### config.mk
export PLATFORM = sky130hd
export DESIGN_NAME = psh_ctrl
export DESIGN_NICKNAME = d
export VERILOG_FILES = /design/src/rtl/psh_pkg.sv /design/src/rtl/psh_ctrl.sv
export SDC_FILE = /design/constraint.sdc
export NUM_CORES = 1
export LEC_CHECK = 0
export ABC_AREA = 0
export BUFFER_PORTS_ARGS = -buffer_cell sky130_fd_sc_hd__buf_4
export CORE_AREA = 2 2 39 41
export DETAILED_ROUTE_END_ITERATION = 16
export DIE_AREA = 0 0 41 43
export GPL_ROUTABILITY_DRIVEN = 0
export PLACE_DENSITY = 0.54
export SETUP_SLACK_MARGIN = 0.1
export SLEW_MARGIN = 10
export SYNTH_ARGS = -nofsm -noshare
export SYNTH_HDL_FRONTEND = slang
export SYNTH_SLANG_ARGS = --single-unit
### constraint.sdc
create_clock -name clk -period 2.3 [get_ports clk]
set_clock_uncertainty 0.2 [all_clocks]
set_input_delay 0.115 -clock clk [delete_from_list [all_inputs] [get_ports clk]]
set_output_delay 0.115 -clock clk [all_outputs]
set_load 0.02 [all_outputs]
### src/rtl/psh_pkg.sv
// ----------------------------------------------------------------------------
// psh_pkg: shared types and constants for the partial shuffle engine
// Mode and status codes, controller states, command/status bundles.
// ----------------------------------------------------------------------------
package psh_pkg;

    // default sizing
    localparam int DEF_MAX_ENTRIES = 1024;
    localparam int DEF_RANDOM_BITS = 31;

    // fixed field widths
    localparam int VALUE_W   = 10;
    localparam int REG_W     = 11;
    localparam int RWORD_W   = 31;
    localparam int CFG_IDX_W = 1;
    localparam int STATUS_W  = 2;

    // register indexes
    localparam logic [CFG_IDX_W-1:0] REG_SEQ_LEN   = 1'd0;
    localparam logic [CFG_IDX_W-1:0] REG_DRAW_CNT  = 1'd1;

    // result status codes
    localparam logic [STATUS_W-1:0] STATUS_OK        = 2'd0;
    localparam logic [STATUS_W-1:0] STATUS_EXHAUSTED = 2'd1;
    localparam logic [STATUS_W-1:0] STATUS_RANGE     = 2'd2;

    typedef enum logic [1:0] {
        MODE_RESTART = 2'd0,
        MODE_DRAW    = 2'd1,
        MODE_READ    = 2'd2,
        MODE_NONE    = 2'd3
    } psh_mode_t;

    typedef enum logic [3:0] {
        S_IDLE,
        S_DECODE,
        S_FILL,
        S_DIV,
        S_RD_SWAP,
        S_WR_K,
        S_WR_J,
        S_RD_ENTRY,
        S_RESULT
    } psh_state_t;

    // controller -> datapath
    typedef struct packed {
        logic latch;      // capture input transaction
        logic decode;     // classify item, set status, reset counters
        logic div_start;  // launch modulo
        logic fill_wr;    // identity fill write
        logic rd_swap;    // read both swap entries
        logic wr_k;       // write entry k
        logic wr_j;       // write entry j, bump draw counter
        logic rd_entry;   // read entry for read item
        logic load_out;   // load result register
    } psh_cmd_t;

    // datapath -> controller
    typedef struct packed {
        psh_mode_t mode;
        logic      n_zero;
        logic      draw_ok;
        logic      read_ok;
        logic      fill_last;
        logic      div_done;
        logic      out_free;
    } psh_sts_t;

endpackage

### src/rtl/psh_ctrl.sv
// ----------------------------------------------------------------------------
// psh_ctrl: shuffle controller
// Sequences restart fill, draw/swap and read items; issues datapath commands.
// ----------------------------------------------------------------------------
module psh_ctrl
    import psh_pkg::*;
(
    input  logic     clk,
    input  logic     rst_n,
    input  logic     in_valid,
    output logic     in_ready,
    input  psh_sts_t sts,
    output psh_cmd_t cmd
);

    psh_state_t state_reg, state_next;

    always_comb
    begin
        state_next = state_reg;
        unique case (state_reg)
            S_IDLE:
                if (in_valid)
                    state_next = S_DECODE;
            S_DECODE:
                unique case (sts.mode)
                    MODE_RESTART: state_next = sts.n_zero  ? S_RESULT : S_FILL;
                    MODE_DRAW:    state_next = sts.draw_ok ? S_DIV : S_RESULT;
                    MODE_READ:    state_next = sts.read_ok ? S_RD_ENTRY : S_RESULT;
                    default:      state_next = S_RESULT;
                endcase
            S_FILL:
                if (sts.fill_last)
                    state_next = S_RESULT;
            S_DIV:
                if (sts.div_done)
                    state_next = S_RD_SWAP;
            S_RD_SWAP:  state_next = S_WR_K;
            S_WR_K:     state_next = S_WR_J;
            S_WR_J:     state_next = S_RESULT;
            S_RD_ENTRY: state_next = S_RESULT;
            S_RESULT:
                if (sts.out_free)
                    state_next = S_IDLE;
            default:    state_next = S_IDLE;
        endcase
    end

    always_comb
    begin
        in_ready      = (state_reg == S_IDLE);
        cmd           = '0;
        cmd.latch     = (state_reg == S_IDLE) && in_valid;
        cmd.decode    = (state_reg == S_DECODE);
        cmd.div_start = (state_reg == S_DECODE) && (sts.mode == MODE_DRAW) && sts.draw_ok;
        cmd.fill_wr   = (state_reg == S_FILL);
        cmd.rd_swap   = (state_reg == S_RD_SWAP);
        cmd.wr_k      = (state_reg == S_WR_K);
        cmd.wr_j      = (state_reg == S_WR_J);
        cmd.rd_entry  = (state_reg == S_RD_ENTRY);
        cmd.load_out  = (state_reg == S_RESULT) && sts.out_free;
    end

    always_ff @(posedge clk or negedge rst_n)
    begin
        if (!rst_n)
            state_reg <= S_IDLE;
        else
            state_reg <= state_next;
    end

endmodule

* Word-level counts from Yosys, hierarchy flattened
Cells that the tools add are included.
Storage, ports and cells: input bits 11, flip-flop bits (word level) 4, logic and storage cells 32, output and inout port bits 10
Cells by class: mux-type cells 9, reduce and logical (&&, ||, !) cells 8, equality and inequality tests 14
Operators with widths (number):
- 4-bit case mux with 8 select lines | 1
- 4-bit two-way mux | 7
- 4-bit by 3-bit equality test with 1-bit output, second input constant | 4
- 4-bit case mux with 3 select lines | 1
- 4-bit by 2-bit equality test with 1-bit output, second input constant | 2
- 2-bit != test, second input constant | 4
- 4-bit by 1-bit equality test with 1-bit output, second input constant | 1
- 4-bit equality test, second input constant | 1
- 1-bit logical AND | 4
- 4-bit zero test | 1
- 4-bit AND reduction | 1
- 2-bit by 1-bit equality test with 1-bit output, second input constant | 1
- 2-bit equality test, second input constant | 1
- 2-bit zero test | 1
- 2-bit OR reduction | 1

* Longest topological paths before layout
Gate-level depths: netlist of the first run.
word-level depth 3, depth in mapped cells 5

* Worst setup path after synthesis of the first run
OpenSTA, ideal clock, no wires.
path kind register to output, start register state_reg[1], end output port cmd[8] in the netlist's numbering, cell stages (with the launch flop) 4, path slack 0.315 ns, arrival 1.670 ns, cell sequence dfrtp_1 > clkbuf_1 > nor4_1 > and2_1
RTL lines:
- start, declared | RTL line psh_ctrl.sv:16 | psh_state_t state_reg, state_next;
- start signal, assigned | RTL line psh_ctrl.sv:69 | state_reg <= state_next;
- end, declared | RTL line psh_ctrl.sv:13 | output psh_cmd_t cmd

==> report_table.html, run 1 <==
<table>
<tr><th>Metric</th><th>Value</th></tr>
<tr><th colspan="2">Cells and area</th></tr>
<tr><td>Share of post-route cells with drive strength above 1</td><td>0.351</td></tr>
<tr><td>Most frequent cells in the layout</td><td>20 x sky130_fd_sc_hd__buf_4, 7 x sky130_fd_sc_hd__nor2_1, 5 x sky130_fd_sc_hd__nand2_1</td></tr>
<tr><td>Fill cell count</td><td>148</td></tr>
<tr><td>Relative area change from synthesis to final layout</td><td>56.6%</td></tr>
<tr><td>Count of inserted antenna diode cells</td><td>0</td></tr>
<tr><td>Number of flip-flops under the largest register name</td><td>4</td></tr>
<tr><td>Nets</td><td>87</td></tr>
<tr><td>Most common library cell in the layout ignoring fill and taps</td><td>sky130_fd_sc_hd__buf_4</td></tr>
<tr><td>Util after Layout</td><td>0.430</td></tr>
<tr><th colspan="2">STA</th></tr>
<tr><td>Final hold violation count</td><td>0</td></tr>
<tr><td>Total count of max-transition violations in the final report</td><td>0</td></tr>
<tr><td>Setup-violating endpoint count in the final report</td><td>0</td></tr>
<tr><td>Unrepaired setup endpoints after global routing</td><td>false</td></tr>
<tr><td>Measured slew at the worst slew-check pin</td><td>0.387 ns</td></tr>
<tr><td>Slew Limit Headroom</td><td>0.740</td></tr>
<tr><td>Setup TNS</td><td>0 ns</td></tr>
<tr><td>Crit share post-route</td><td>0.845</td></tr>
<tr><td>Highest Clock Rate</td><td>515 MHz</td></tr>
<tr><td>Final Critical Period</td><td>1.94 ns</td></tr>
<tr><td>Post-Route Hold Slack</td><td>0.0110 ns</td></tr>
<tr><th colspan="2">Routing</th></tr>
<tr><td>Drt first pass iters</td><td>4</td></tr>
<tr><td>Number of DRC violations after detailed routing</td><td>0</td></tr>
<tr><td>Via-per-instance ratio</td><td>4.94</td></tr>
<tr><td>Initial DRC count</td><td>2</td></tr>
<tr><td>Final wirelength</td><td>roughly 1000 µm</td></tr>
<tr><td>Vias</td><td>445</td></tr>
<tr><td>DRT antenna net count</td><td>0</td></tr>
<tr><td>Routed wirelength normalized by instance count</td><td>10.9 µm</td></tr>
<tr><th colspan="2">Setup path</th></tr>
<tr><td>Worst r2r path cells</td><td>3</td></tr>
<tr><td>Category of the critical setup timing path</td><td>register to output port</td></tr>
<tr><td>Kind of end point of the critical path</td><td>output port</td></tr>
<tr><td>Startpoint of the worst register-to-register path</td><td>state_reg[1]</td></tr>
<tr><td>Type of element launching the critical path</td><td>register</td></tr>
<tr><td>Worst Path Max Fanout</td><td>12</td></tr>
<tr><td>R2R setup slack</td><td>0.50 ns</td></tr>
<tr><td>Required time of the critical path</td><td>1.99 ns</td></tr>
<tr><td>Worst reg2reg path endpoint</td><td>state_reg[3]</td></tr>
<tr><td>Data arrival time at the worst-slack endpoint</td><td>roughly 1.6 ns</td></tr>
<tr><th colspan="2">Floorplan</th></tr>
<tr><td>I/O pins</td><td>21</td></tr>
<tr><td>Cell row count</td><td>14</td></tr>
<tr><td>Full die area</td><td>1760 µm²</td></tr>
<tr><td>Starting Density</td><td>0.275</td></tr>
<tr><td>Horizontal extent of the die</td><td>just over 40 µm</td></tr>
<tr><td>Die height</td><td>about 43 µm</td></tr>
<tr><td>Core region area</td><td>~1400 µm²</td></tr>
<tr><th colspan="2">Synthesis</th></tr>
<tr><td>Leading register cell type out of synthesis</td><td>sky130_fd_sc_hd__dfrtp_1</td></tr>
<tr><td>Flops &amp; latches, synth</td><td>4</td></tr>
<tr><td>Synth Cell Area</td><td>roughly 380 µm²</td></tr>
<tr><td>Synthesized netlist cell count</td><td>approximately 50</td></tr>
<tr><td>Post-synth EDFFs</td><td>0</td></tr>
<tr><td>Total nets after synthesis</td><td>62</td></tr>
<tr><td>Ys async rst share</td><td>1.00</td></tr>
<tr><td>Share of the yosys chip area belonging to registers</td><td>0.263</td></tr>
<tr><td>Synth unique cells</td><td>25</td></tr>
<tr><td>Per-instance average area after synthesis</td><td>7.46 µm²</td></tr>
<tr><td>Synth warn</td><td>0</td></tr>
<tr><th colspan="2">Power and ir drop</th></tr>
<tr><td>Leakage power of the design</td><td>0.275 nW</td></tr>
<tr><td>Maximum vdd ir drop</td><td>roughly 0.00046 V</td></tr>
<tr><td>Overall power consumption</td><td>~720 µW</td></tr>
<tr><td>Power density of the placed cells</td><td>1200 nW/µm²</td></tr>
<tr><th colspan="2">Global routing</th></tr>
<tr><td>Wire length of the first global-routing pass</td><td>1.46 mm</td></tr>
<tr><td>Largest net degree at the start of global routing</td><td>13</td></tr>
<tr><td>Total overflow reported by the global router</td><td>0</td></tr>
<tr><td>Antenna violations before repair</td><td>0</td></tr>
<tr><td>Vias in the first global route</td><td>367</td></tr>
<tr><td>Total routing resource utilization after global routing</td><td>0.117</td></tr>
<tr><th colspan="2">Status</th></tr>
<tr><td>Result of the run</td><td>complete, no violations</td></tr>
<tr><th colspan="2">Place</th></tr>
<tr><td>Number of input and output port buffers inserted</td><td>20</td></tr>
<tr><td>Final HPWL DP</td><td>between 700 and 800 µm</td></tr>
<tr><th colspan="2">Clock network</th></tr>
<tr><td>Max Buffers Root-to-Sink</td><td>2</td></tr>
<tr><td>Root Buffer</td><td>sky130_fd_sc_hd__clkbuf_4</td></tr>
<tr><td>Number of clock sinks</td><td>4</td></tr>
<tr><td>Clock latency at the later pin of the worst-skew pair</td><td>approximately 0.24 ns</td></tr>
<tr><td>Number of buffers added by the clock tree synthesis step</td><td>3</td></tr>
<tr><td>Post-CTS clock slew at the launch and capture registers of the worst setup and hold paths</td><td>0.04 ns</td></tr>
<tr><td>Number of H-tree levels</td><td>1</td></tr>
<tr><td>Post-CTS resize count</td><td>0</td></tr>
<tr><td>Clock tree from TritonCTS</td><td>built</td></tr>
<tr><th colspan="2">Hold path</th></tr>
<tr><td>Hold crit path type</td><td>input port to asynchronous set/reset pin</td></tr>
<tr><th colspan="2">Flow run</th></tr>
<tr><td>Max-Cap Viols</td><td>0</td></tr>
</table>
==> per-layer routing <==
metal | vias up | part of all wire | track usage
li1 | 230 | - | -
met1 | 202 | 0.47 | 0.163
met2 | 11 | 0.47 | 0.169
met3 | 2 | 0.046 | 0.0314
met4 | 0 | 0.010 | 0.0400
met5 | - | 0 | 0
==> power breakdown <==
group          internal [mW]  switching, mW  total [mW]
registers              0.101         0.0893       0.190
logic                  0.221          0.213       0.434
clock network         0.0587         0.0337      0.0924
==> stage by stage <==
| step | instance area [µm²] | std cells | setup slack [ns] |
|---|---|---|---|
| after global routing | 596 | 90 | 0.275 |
| after floorplan | 380 | 51 | 0.315 |
| final | 596 | 90 | 0.357 |
| after CTS | 596 | 90 | 0.346 |
| after detailed placement | 533 | 83 | 0.509 |
| after global placement | 533 | 83 | 0.534 |
==> cell families after synthesis <==
family / after synthesis / share of synthesized area
and+or+nand+nor: 30 / 0.428
AOI/OAI and AO/OA: 9 / 0.188
buffers and inverters: 6 / 0.0658
DFF: 4 / 0.263
muxes: 2 / 0.0559
==> timing repair <==
action	CTS	global route
hold endpoints to repair	7	0
buffers inserted	0	0
hold buffers	4	0
==> worst max path at each step <==
stage | startpoint | endpoint | slack, ns | cells after the start
after floorplan | state_reg[1] | cmd[8] | 0.31 | 3
after global placement | state_reg[1] | state_reg[3] | 0.53 | 3
after detailed placement | state_reg[1] | state_reg[3] | 0.51 | 3
after CTS | state_reg[1] | cmd[6] | 0.35 | 3
after global routing | state_reg[1] | cmd[6] | 0.27 | 3
final | state_reg[1] | cmd[6] | 0.36 | 3
==> cell type report <==
type	instances	area (µm²)	share of cell area
Tap cell	16	20.0	0.0336
Inverter	2	7.51	0.0126
Multi-Input combinational cell	41	255	0.429
Clock buffer	3	22.5	0.0378
Timing Repair Buffer	24	190	0.319
Sequential cell	4	100	0.168
==> critical path, stage by stage, from the launching register on <==
cell	delay (ns)
sky130_fd_sc_hd__dfrtp_1	0.49
sky130_fd_sc_hd__or4b_4	0.62
sky130_fd_sc_hd__nor2_1	0.13
sky130_fd_sc_hd__buf_4	0.15
==> synth_stat cells, drive strengths merged (2+ instances only) <==
library cell | number | area [µm²]
nor3 | 4 | 20.0
and2 | 2 | 12.5
nand2b | 4 | 25.0
nand3b | 2 | 15.0
a21oi | 2 | 10.0
nor2 | 7 | 26.3
nor4 | 2 | 12.5
clkbuf | 2 | 7.51
inv | 2 | 7.51
nand2 | 5 | 18.8
dfrtp | 4 | 100
buf | 2 | 10.0
Note: power is estimated with default switching activity, not from simulation.
==> run 2, diff against run 1 <==
--- a/config.mk
+++ b/config.mk
@@ -5,13 +5,13 @@
 export SDC_FILE = /design/constraint.sdc
 export NUM_CORES = 1
 export LEC_CHECK = 0
-export ABC_AREA = 0
+export ABC_AREA = 1
 export BUFFER_PORTS_ARGS = -buffer_cell sky130_fd_sc_hd__buf_4
 export CORE_AREA = 2 2 39 41
 export DETAILED_ROUTE_END_ITERATION = 16
 export DIE_AREA = 0 0 41 43
 export GPL_ROUTABILITY_DRIVEN = 0
-export PLACE_DENSITY = 0.54
+export PLACE_DENSITY = 0.55
 export SETUP_SLACK_MARGIN = 0.1
 export SLEW_MARGIN = 10
 export SYNTH_ARGS = -nofsm -noshare
==> constraint.sdc (replaced) <==
create_clock -name clk -period 2 [get_ports clk]
set_clock_uncertainty 0.2 [all_clocks]
set_input_delay 0.1 -clock clk [delete_from_list [all_inputs] [get_ports clk]]
set_output_delay 0.1 -clock clk [all_outputs]
set_load 0.02 [all_outputs]
==> run 2 against run 1 <==
Compared with the run above: worst hold slack improved by 0.14 ns; sequential power shrank 7%; flip-flop and latch count did not move; via count grew 4.7%; synthesized area rose by 3.3%.
==> report_table.html, run 2 <==
<table>
<tr><th>Metric</th><th>Value</th></tr>
<tr><th colspan="2">Floorplan</th></tr>
<tr><td>Core region area</td><td>1380 µm²</td></tr>
<tr><td>Starting Density</td><td>0.284</td></tr>
<tr><td>I/O pins</td><td>21</td></tr>
<tr><td>Die height</td><td>43 µm</td></tr>
<tr><td>Horizontal extent of the die</td><td>41 µm</td></tr>
<tr><td>Cell row count</td><td>14</td></tr>
<tr><td>Full die area</td><td>1760 µm²</td></tr>
<tr><th colspan="2">Global routing</th></tr>
<tr><td>Total overflow reported by the global router</td><td>0</td></tr>
<tr><td>Vias in the first global route</td><td>438</td></tr>
<tr><td>Total routing resource utilization after global routing</td><td>0.139</td></tr>
<tr><td>Antenna violations before repair</td><td>0</td></tr>
<tr><td>Wire length of the first global-routing pass</td><td>1.68 mm</td></tr>
<tr><td>Largest net degree at the start of global routing</td><td>7</td></tr>
<tr><th colspan="2">Setup path</th></tr>
<tr><td>Startpoint of the worst register-to-register path</td><td>state_reg[1]</td></tr>
<tr><td>Worst Path Max Fanout</td><td>6</td></tr>
<tr><td>Data arrival time at the worst-slack endpoint</td><td>1.28 ns</td></tr>
<tr><td>Launching element of the worst setup path</td><td>state_reg[1]</td></tr>
<tr><td>Category of the critical setup timing path</td><td>register to output port</td></tr>
<tr><td>Kind of end point of the critical path</td><td>output port</td></tr>
<tr><td>Required time of the critical path</td><td>1.70 ns</td></tr>
<tr><td>Worst r2r path cells</td><td>6</td></tr>
<tr><td>Crit-path most repeated cell</td><td>sky130_fd_sc_hd__inv_2</td></tr>
<tr><td>Master of the slowest instance on the critical path</td><td>sky130_fd_sc_hd__dfrtp_1</td></tr>
<tr><td>Delay contributed by the slowest stage of the critical path</td><td>0.44 ns</td></tr>
<tr><td>Type of element launching the critical path</td><td>register</td></tr>
<tr><td>R2R setup slack</td><td>around 0.67 ns</td></tr>
<tr><td>Ordered cell list for the critical path</td><td>inv_2, nand2_2, nor2_4, inv_2, nor2_1, buf_4</td></tr>
<tr><th colspan="2">Synthesis</th></tr>
<tr><td>Post-synth EDFFs</td><td>0</td></tr>
<tr><td>Top cells by area in the synthesized netlist</td><td>sky130_fd_sc_hd__dfrtp_1 25%, sky130_fd_sc_hd__nand3_1 11%, sky130_fd_sc_hd__nand2_1 11%, sky130_fd_sc_hd__nor2_1 9.6%, sky130_fd_sc_hd__inv_1 8.6%</td></tr>
<tr><td>Leading register cell type out of synthesis</td><td>sky130_fd_sc_hd__dfrtp_1</td></tr>
<tr><td>Synthesized netlist cell count</td><td>65</td></tr>
<tr><td>Share of the yosys chip area belonging to registers</td><td>0.255</td></tr>
<tr><td>Ys async rst share</td><td>1.00</td></tr>
<tr><td>Most frequent cell after synthesis</td><td>sky130_fd_sc_hd__nand2_1</td></tr>
<tr><td>Flops &amp; latches, synth</td><td>4</td></tr>
<tr><td>Synth Cell Area</td><td>around 390 µm²</td></tr>
<tr><td>Yosys top cell area share</td><td>0.255</td></tr>
<tr><td>Most used standard cells in the synthesized netlist</td><td>12 x sky130_fd_sc_hd__nand2_1, 10 x sky130_fd_sc_hd__nor2_1, 9 x sky130_fd_sc_hd__inv_1, 9 x sky130_fd_sc_hd__nand3_1, 6 x sky130_fd_sc_hd__inv_2</td></tr>
<tr><td>Per-instance average area after synthesis</td><td>6.04 µm²</td></tr>
<tr><td>Total nets after synthesis</td><td>76</td></tr>
<tr><td>Post-synthesis cell type with the largest combined area</td><td>sky130_fd_sc_hd__dfrtp_1</td></tr>
<tr><td>Synth warn</td><td>0</td></tr>
<tr><td>Synth unique cells</td><td>14</td></tr>
<tr><th colspan="2">Hold path</th></tr>
<tr><td>Startpoint of the worst hold path</td><td>in_valid</td></tr>
<tr><td>Number of cells on the worst hold path</td><td>7</td></tr>
<tr><td>Hold crit path type</td><td>input port to register</td></tr>
<tr><th colspan="2">Clock network</th></tr>
<tr><td>Clock latency at the later pin of the worst-skew pair</td><td>between 0.2 and 0.25 ns</td></tr>
<tr><td>Number of buffers added by the clock tree synthesis step</td><td>3</td></tr>
<tr><td>Post-CTS clock slew at the launch and capture registers of the worst setup and hold paths</td><td>roughly 0.040 ns</td></tr>
<tr><td>Max Buffers Root-to-Sink</td><td>2</td></tr>
<tr><td># Post-CTS Setup Buffers</td><td>0</td></tr>
<tr><td>Number of clock sinks</td><td>4</td></tr>
<tr><td>Number of H-tree levels</td><td>1</td></tr>
<tr><td>Root Buffer</td><td>sky130_fd_sc_hd__clkbuf_4</td></tr>
<tr><td>Clock tree from TritonCTS</td><td>built</td></tr>
<tr><th colspan="2">Cells and area</th></tr>
<tr><td>Nets</td><td>roughly 110</td></tr>
<tr><td>Final cell count without fillers</td><td>between 100 and 150</td></tr>
<tr><td>Most common library cell in the layout ignoring fill and taps</td><td>sky130_fd_sc_hd__buf_4</td></tr>
<tr><td>Fill cell count</td><td>between 150 and 200</td></tr>
<tr><td>Relative area change from synthesis to final layout</td><td>61.8%</td></tr>
<tr><td>Number of flip-flops under the largest register name</td><td>4</td></tr>
<tr><td>Util after Layout</td><td>0.459</td></tr>
<tr><td>Count of inserted antenna diode cells</td><td>0</td></tr>
<tr><td>Most frequent cells in the layout</td><td>20 x sky130_fd_sc_hd__buf_4, 12 x sky130_fd_sc_hd__nand2_1, 10 x sky130_fd_sc_hd__nor2_1, 9 x sky130_fd_sc_hd__inv_1, 9 x sky130_fd_sc_hd__nand3_1</td></tr>
<tr><td>Share of post-route cells with drive strength above 1</td><td>0.430</td></tr>
<tr><td>Cell area after layout</td><td>636 µm²</td></tr>
<tr><th colspan="2">Status</th></tr>
<tr><td>Result of the run</td><td>complete, no violations</td></tr>
<tr><th colspan="2">STA</th></tr>
<tr><td>Unrepaired setup endpoints after global routing</td><td>false</td></tr>
<tr><td>Setup-violating endpoint count in the final report</td><td>0</td></tr>
<tr><td>Slew Limit Headroom</td><td>0.851</td></tr>
<tr><td>Final hold violation count</td><td>0</td></tr>
<tr><td>Final Critical Period</td><td>~1.6 ns</td></tr>
<tr><td>Measured slew at the worst slew-check pin</td><td>0.224 ns</td></tr>
<tr><td>Setup TNS</td><td>0 ns</td></tr>
<tr><td>Crit share post-route</td><td>0.790</td></tr>
<tr><td>Total count of max-transition violations in the final report</td><td>0</td></tr>
<tr><td>Setup ws final</td><td>0.421 ns</td></tr>
<tr><td>Highest Clock Rate</td><td>633 MHz</td></tr>
<tr><th colspan="2">Routing</th></tr>
<tr><td>Number of DRC violations after detailed routing</td><td>0</td></tr>
<tr><td>Routed wirelength normalized by instance count</td><td>9.29 µm</td></tr>
<tr><td>Final wirelength</td><td>1.01 mm</td></tr>
<tr><td>Via-per-instance ratio</td><td>4.28</td></tr>
<tr><td>Vias</td><td>466</td></tr>
<tr><td>DRT antenna net count</td><td>0</td></tr>
<tr><td>Initial DRC count</td><td>5</td></tr>
<tr><td>Drt first pass iters</td><td>4</td></tr>
<tr><th colspan="2">Place</th></tr>
<tr><td>Final HPWL DP</td><td>815 µm</td></tr>
<tr><td>Placed Cells incl. Taps</td><td>101</td></tr>
<tr><td>Pre-CTS setup slack</td><td>0.668 ns</td></tr>
<tr><td>Total cell area at the placement stage</td><td>563 µm²</td></tr>
<tr><td>Number of input and output port buffers inserted</td><td>20</td></tr>
<tr><th colspan="2">Power and ir drop</th></tr>
<tr><td>Leakage power of the design</td><td>0.376 nW</td></tr>
<tr><td>Power density of the placed cells</td><td>approximately 1400 nW/µm²</td></tr>
<tr><td>Maximum vdd ir drop</td><td>0.000496 V</td></tr>
<tr><th colspan="2">Flow run</th></tr>
<tr><td>Max-Cap Viols</td><td>0</td></tr>
</table>
## run 2: cell count changes after synthesis, sizes merged, moves of 3 or more
cell    change
nor3        -4
nand2      +10
inv        +13
nand2b      -4
nor2        +9
nand3       +9
nand4       +3
## run 2: cell families after synthesis
logic type             Yosys count  synth area share
buffers and inverters           15             0.143
AO/OA/AOI/OAI                    2            0.0287
flip-flops                       4             0.255
AND/OR/NAND/NOR                 44             0.573
## run 2: area by class of cell
cell class	instances	area (µm²)	share of cell area
multi-input combinational	46	236	0.372
timing repair buffer	25	200	0.315
sequential	4	100	0.157
inverter	15	56.3	0.0886
clock buffer	3	22.5	0.0354
tap	16	20.0	0.0315
## run 2: timing repair
item | CTS | global route
hold buffers | 5 | 0
resized for setup | 0 | 0
hold endpoints to repair | 7 | 0
## run 2: critical path: cells and delay by family, from the launching register on
kind,cells,cell delay (ns)
simple gates,3,0.32
buf+inv,3,0.28
flops,1,0.44
## run 2: report_power, final
group	internal (mW)	leakage (nW)	total, mW	switching [mW]
clock network	0.0669	0.0138	0.0974	0.0305
logic	0.235	0.310	0.616	0.381
registers	0.120	0.0526	0.177	0.0565
## run 2: metal layers
| layer | part of all wire | GRT usage | routed length (µm) |
|---|---|---|---|
| met5 | 0 | 0 | 0 |
| met4 | 0 | 0.0800 | 0 |
| met3 | 0.047 | 0.0157 | 48 |
| met2 | 0.49 | 0.228 | 498 |
| met1 | 0.46 | 0.163 | 465 |
## run 2: path summary, 6_finish.rpt
path,end
setup reg to reg,state_reg[3]
min in group asynchronous,state_reg[0]
setup / recovery,cmd[6]
max in group asynchronous,state_reg[2]
hold reg to reg,state_reg[3]
hold / removal,state_reg[2]
## run 2: through the flow
step                power [mW]  hold slack [ns]
floorplan                0.608           -0.396
global placement         0.793           -0.301
detailed placement       0.795           -0.300
CTS                      0.903            0.141
global route             0.982            0.191
finish                   0.890            0.146
==> run 3, diff against run 2 <==
==> constraint.sdc (replaced) <==
create_clock -name clk -period 1.5 [get_ports clk]
set_clock_uncertainty 0.2 [all_clocks]
set_input_delay 0.075 -clock clk [delete_from_list [all_inputs] [get_ports clk]]
set_output_delay 0.075 -clock clk [all_outputs]
set_load 0.02 [all_outputs]
==> run 3 against run 2 <==
Compared with the run above: wire length increased by 13%; register-to-register slack worse by 0.63 ns; combinational power increased by 100%; sequential share of layout area down 2.4 points; sequential power increased by 52%; die area is the same; highest routed layer unchanged; core utilization grew 11 points.
==> report_table.html, run 3 (synthesis results as in run 2) <==
<table>
<tr><th>Metric</th><th>Value</th></tr>
<tr><th colspan="2">Setup path</th></tr>
<tr><td>Category of the critical setup timing path</td><td>register to output port</td></tr>
<tr><td>R2R setup slack</td><td>0.04 ns</td></tr>
<tr><td>Worst Path Max Fanout</td><td>5</td></tr>
<tr><td>Type of element launching the critical path</td><td>register</td></tr>
<tr><td>Delay contributed by the slowest stage of the critical path</td><td>~0.44 ns</td></tr>
<tr><td>Required time of the critical path</td><td>about 1.2 ns</td></tr>
<tr><td>Data arrival time at the worst-slack endpoint</td><td>1.22 ns</td></tr>
<tr><td>CP Buf/Inv Count</td><td>3</td></tr>
<tr><td>Launching element of the worst setup path</td><td>state_reg[1]</td></tr>
<tr><td>Startpoint of the worst register-to-register path</td><td>state_reg[1]</td></tr>
<tr><td>Top Family by Delay on Critical Path</td><td>flip-flops</td></tr>
<tr><td>Crit-path most repeated cell</td><td>sky130_fd_sc_hd__inv_2</td></tr>
<tr><td>Kind of end point of the critical path</td><td>output port</td></tr>
<tr><td>Ordered cell list for the critical path</td><td>inv_2, nand2_4, nor2_4, inv_2, nor2_2, buf_6</td></tr>
<tr><td>Master of the slowest instance on the critical path</td><td>sky130_fd_sc_hd__dfrtp_2</td></tr>
<tr><th colspan="2">Routing</th></tr>
<tr><td>Final wirelength</td><td>1.15 mm</td></tr>
<tr><td>Number of DRC violations after detailed routing</td><td>0</td></tr>
<tr><td>Drt first pass iters</td><td>3</td></tr>
<tr><td>Vias</td><td>520</td></tr>
<tr><td>Via-per-instance ratio</td><td>4.37</td></tr>
<tr><td>Initial DRC count</td><td>4</td></tr>
<tr><td>DRT antenna net count</td><td>0</td></tr>
<tr><td>Routed wirelength normalized by instance count</td><td>9.63 µm</td></tr>
<tr><th colspan="2">STA</th></tr>
<tr><td>Slew Limit Headroom</td><td>0.854</td></tr>
<tr><td>Highest Clock Rate</td><td>670 MHz</td></tr>
<tr><td>Final hold violation count</td><td>0</td></tr>
<tr><td>Unrepaired setup endpoints after global routing</td><td>true</td></tr>
<tr><td>Total count of max-transition violations in the final report</td><td>0</td></tr>
<tr><td>Crit share post-route</td><td>0.994</td></tr>
<tr><td>Setup-violating endpoint count in the final report</td><td>0</td></tr>
<tr><td>Measured slew at the worst slew-check pin</td><td>0.218 ns</td></tr>
<tr><td>Setup TNS</td><td>0 ns</td></tr>
<tr><td>Final Critical Period</td><td>1.49 ns</td></tr>
<tr><th colspan="2">Global routing</th></tr>
<tr><td>Largest net degree at the start of global routing</td><td>6</td></tr>
<tr><td>Wire length of the first global-routing pass</td><td>1.88 mm</td></tr>
<tr><td>Vias in the first global route</td><td>~500</td></tr>
<tr><td>Antenna violations before repair</td><td>0</td></tr>
<tr><td>Total routing resource utilization after global routing</td><td>0.154</td></tr>
<tr><td>Total overflow reported by the global router</td><td>0</td></tr>
<tr><th colspan="2">Power and ir drop</th></tr>
<tr><td>Power density of the placed cells</td><td>2100 nW/µm²</td></tr>
<tr><td>Combinational share of power</td><td>0.760</td></tr>
<tr><td>Maximum vdd ir drop</td><td>0.000896 V</td></tr>
<tr><td>Switching pwr</td><td>just under 800 µW</td></tr>
<tr><td>Switch share</td><td>0.474</td></tr>
<tr><td>Share of power burned in registers</td><td>0.163</td></tr>
<tr><td>Leakage power of the design</td><td>0.438 nW</td></tr>
<tr><td>Proportion of power drawn by the clock network</td><td>0.076</td></tr>
<tr><td>Cell-internal power</td><td>868 µW</td></tr>
<tr><th colspan="2">Clock network</th></tr>
<tr><td>Number of clock sinks</td><td>4</td></tr>
<tr><td>Number of buffers added by the clock tree synthesis step</td><td>3</td></tr>
<tr><td>Root Buffer</td><td>sky130_fd_sc_hd__clkbuf_4</td></tr>
<tr><td>Post-CTS clock slew at the launch and capture registers of the worst setup and hold paths</td><td>0.04 ns</td></tr>
<tr><td>Clock latency at the later pin of the worst-skew pair</td><td>0.23 ns</td></tr>
<tr><td>Number of H-tree levels</td><td>1</td></tr>
<tr><td>Clock tree from TritonCTS</td><td>built</td></tr>
<tr><td>Max Buffers Root-to-Sink</td><td>2</td></tr>
<tr><th colspan="2">Place</th></tr>
<tr><td>Number of input and output port buffers inserted</td><td>20</td></tr>
<tr><td>Total cell area at the placement stage</td><td>566 µm²</td></tr>
<tr><td>Final HPWL DP</td><td>roughly 800 µm</td></tr>
<tr><th colspan="2">Cells and area</th></tr>
<tr><td>Number of flip-flops under the largest register name</td><td>4</td></tr>
<tr><td>Count of inserted antenna diode cells</td><td>0</td></tr>
<tr><td>Share of post-route cells with drive strength above 1</td><td>0.583</td></tr>
<tr><td>Relative area change from synthesis to final layout</td><td>100%</td></tr>
<tr><td>Cell area after layout</td><td>786 µm²</td></tr>
<tr><td>Most common library cell in the layout ignoring fill and taps</td><td>sky130_fd_sc_hd__buf_4</td></tr>
<tr><td>Nets</td><td>around 120</td></tr>
<tr><td>Most frequent cells in the layout</td><td>25 x sky130_fd_sc_hd__buf_4, 10 x sky130_fd_sc_hd__nand2_1, 9 x sky130_fd_sc_hd__nand3_1, 8 x sky130_fd_sc_hd__inv_1</td></tr>
<tr><th colspan="2">Floorplan</th></tr>
<tr><td>Full die area</td><td>1760 µm²</td></tr>
<tr><td>Core region area</td><td>1380 µm²</td></tr>
<tr><td>Die height</td><td>around 43 µm</td></tr>
<tr><td>Horizontal extent of the die</td><td>41 µm</td></tr>
<tr><td>I/O pins</td><td>21</td></tr>
<tr><td>Cell row count</td><td>14</td></tr>
<tr><td>Starting Density</td><td>0.284</td></tr>
<tr><th colspan="2">Hold path</th></tr>
<tr><td>Startpoint of the worst hold path</td><td>sts[5]</td></tr>
<tr><td>Hold crit path type</td><td>input port to register</td></tr>
<tr><th colspan="2">Flow run</th></tr>
<tr><td>Max-Cap Viols</td><td>0</td></tr>
<tr><th colspan="2">Status</th></tr>
<tr><td>Result of the run</td><td>complete, no violations</td></tr>
</table>
## run 3: cell count changes in the layout (fill, tap and decap cells not counted), sizes merged
cell / before / now
buf: 20 / 30
## run 3: metal layers
| layer | part of all wire | GRT usage |
|---|---|---|
| met5 | 0 | 0 |
| met4 | 0 | 0.0800 |
| met3 | 0.030 | 0.0314 |
| met2 | 0.57 | 0.247 |
| met1 | 0.40 | 0.182 |
## run 3: per-stage QoR
stage / cells / util / hold WS, ns / power (mW) / worst slack [ns]
CTS: 115 / 0.514 / 0.135 / 1.41 / -0.00232
global placement: 101 / 0.409 / -0.325 / 1.06 / 0.154
detailed placement: 101 / 0.409 / -0.328 / 1.06 / 0.151
finish: 119 / 0.568 / 0.133 / 1.65 / 0.00840
floorplan: 65 / - / -0.421 / 0.814 / 0.130
global route: 119 / 0.568 / 0.175 / 1.81 / -0.0804
## run 3: repair_timing
item	in CTS	in global routing
pin swaps	4	4
endpoints found under the setup margin	10	14
setup buffers	6	4
hold buffers	5	0
gates resized for setup	9	12
endpoints found under the hold margin	7	0
## run 3: final timing paths
path / endpoint / cells after the start
min: state_reg[1] / 6
max reg2reg: state_reg[3] / 9
max in group asynchronous: state_reg[0] / 3
min in group asynchronous: state_reg[2] / 3
min reg2reg: state_reg[3] / 2
max: cmd[6] / 6
## run 3: area by class of cell
cell class	count	area (µm²)
Inverter	15	56.3
Sequential cell	4	105
Tap cell	16	20.0
Clock buffer	3	22.5
Multi-Input combinational cell	46	288
Timing Repair Buffer	35	294
Fill cell	141	598
## run 3: power groups by stage
stage,Combinational (mW),Clock [mW],Sequential [mW]
2_1_floorplan,0.588,0,0.226
3_3_place_gp,0.824,0,0.236
3_5_place_dp,0.825,0,0.240
4_1_cts,1.02,0.133,0.260
5_1_grt,1.38,0.151,0.276
6_report,1.25,0.126,0.269
## run 3: worst min-delay path: stages
cell	delay (ns)
sky130_fd_sc_hd__buf_4	0.11
sky130_fd_sc_hd__inv_1	0.04
sky130_fd_sc_hd__nand3_1	0.09
sky130_fd_sc_hd__nand3_1	0.08
sky130_fd_sc_hd__a21oi_1	0.06
sky130_fd_sc_hd__nand3_1	0.07
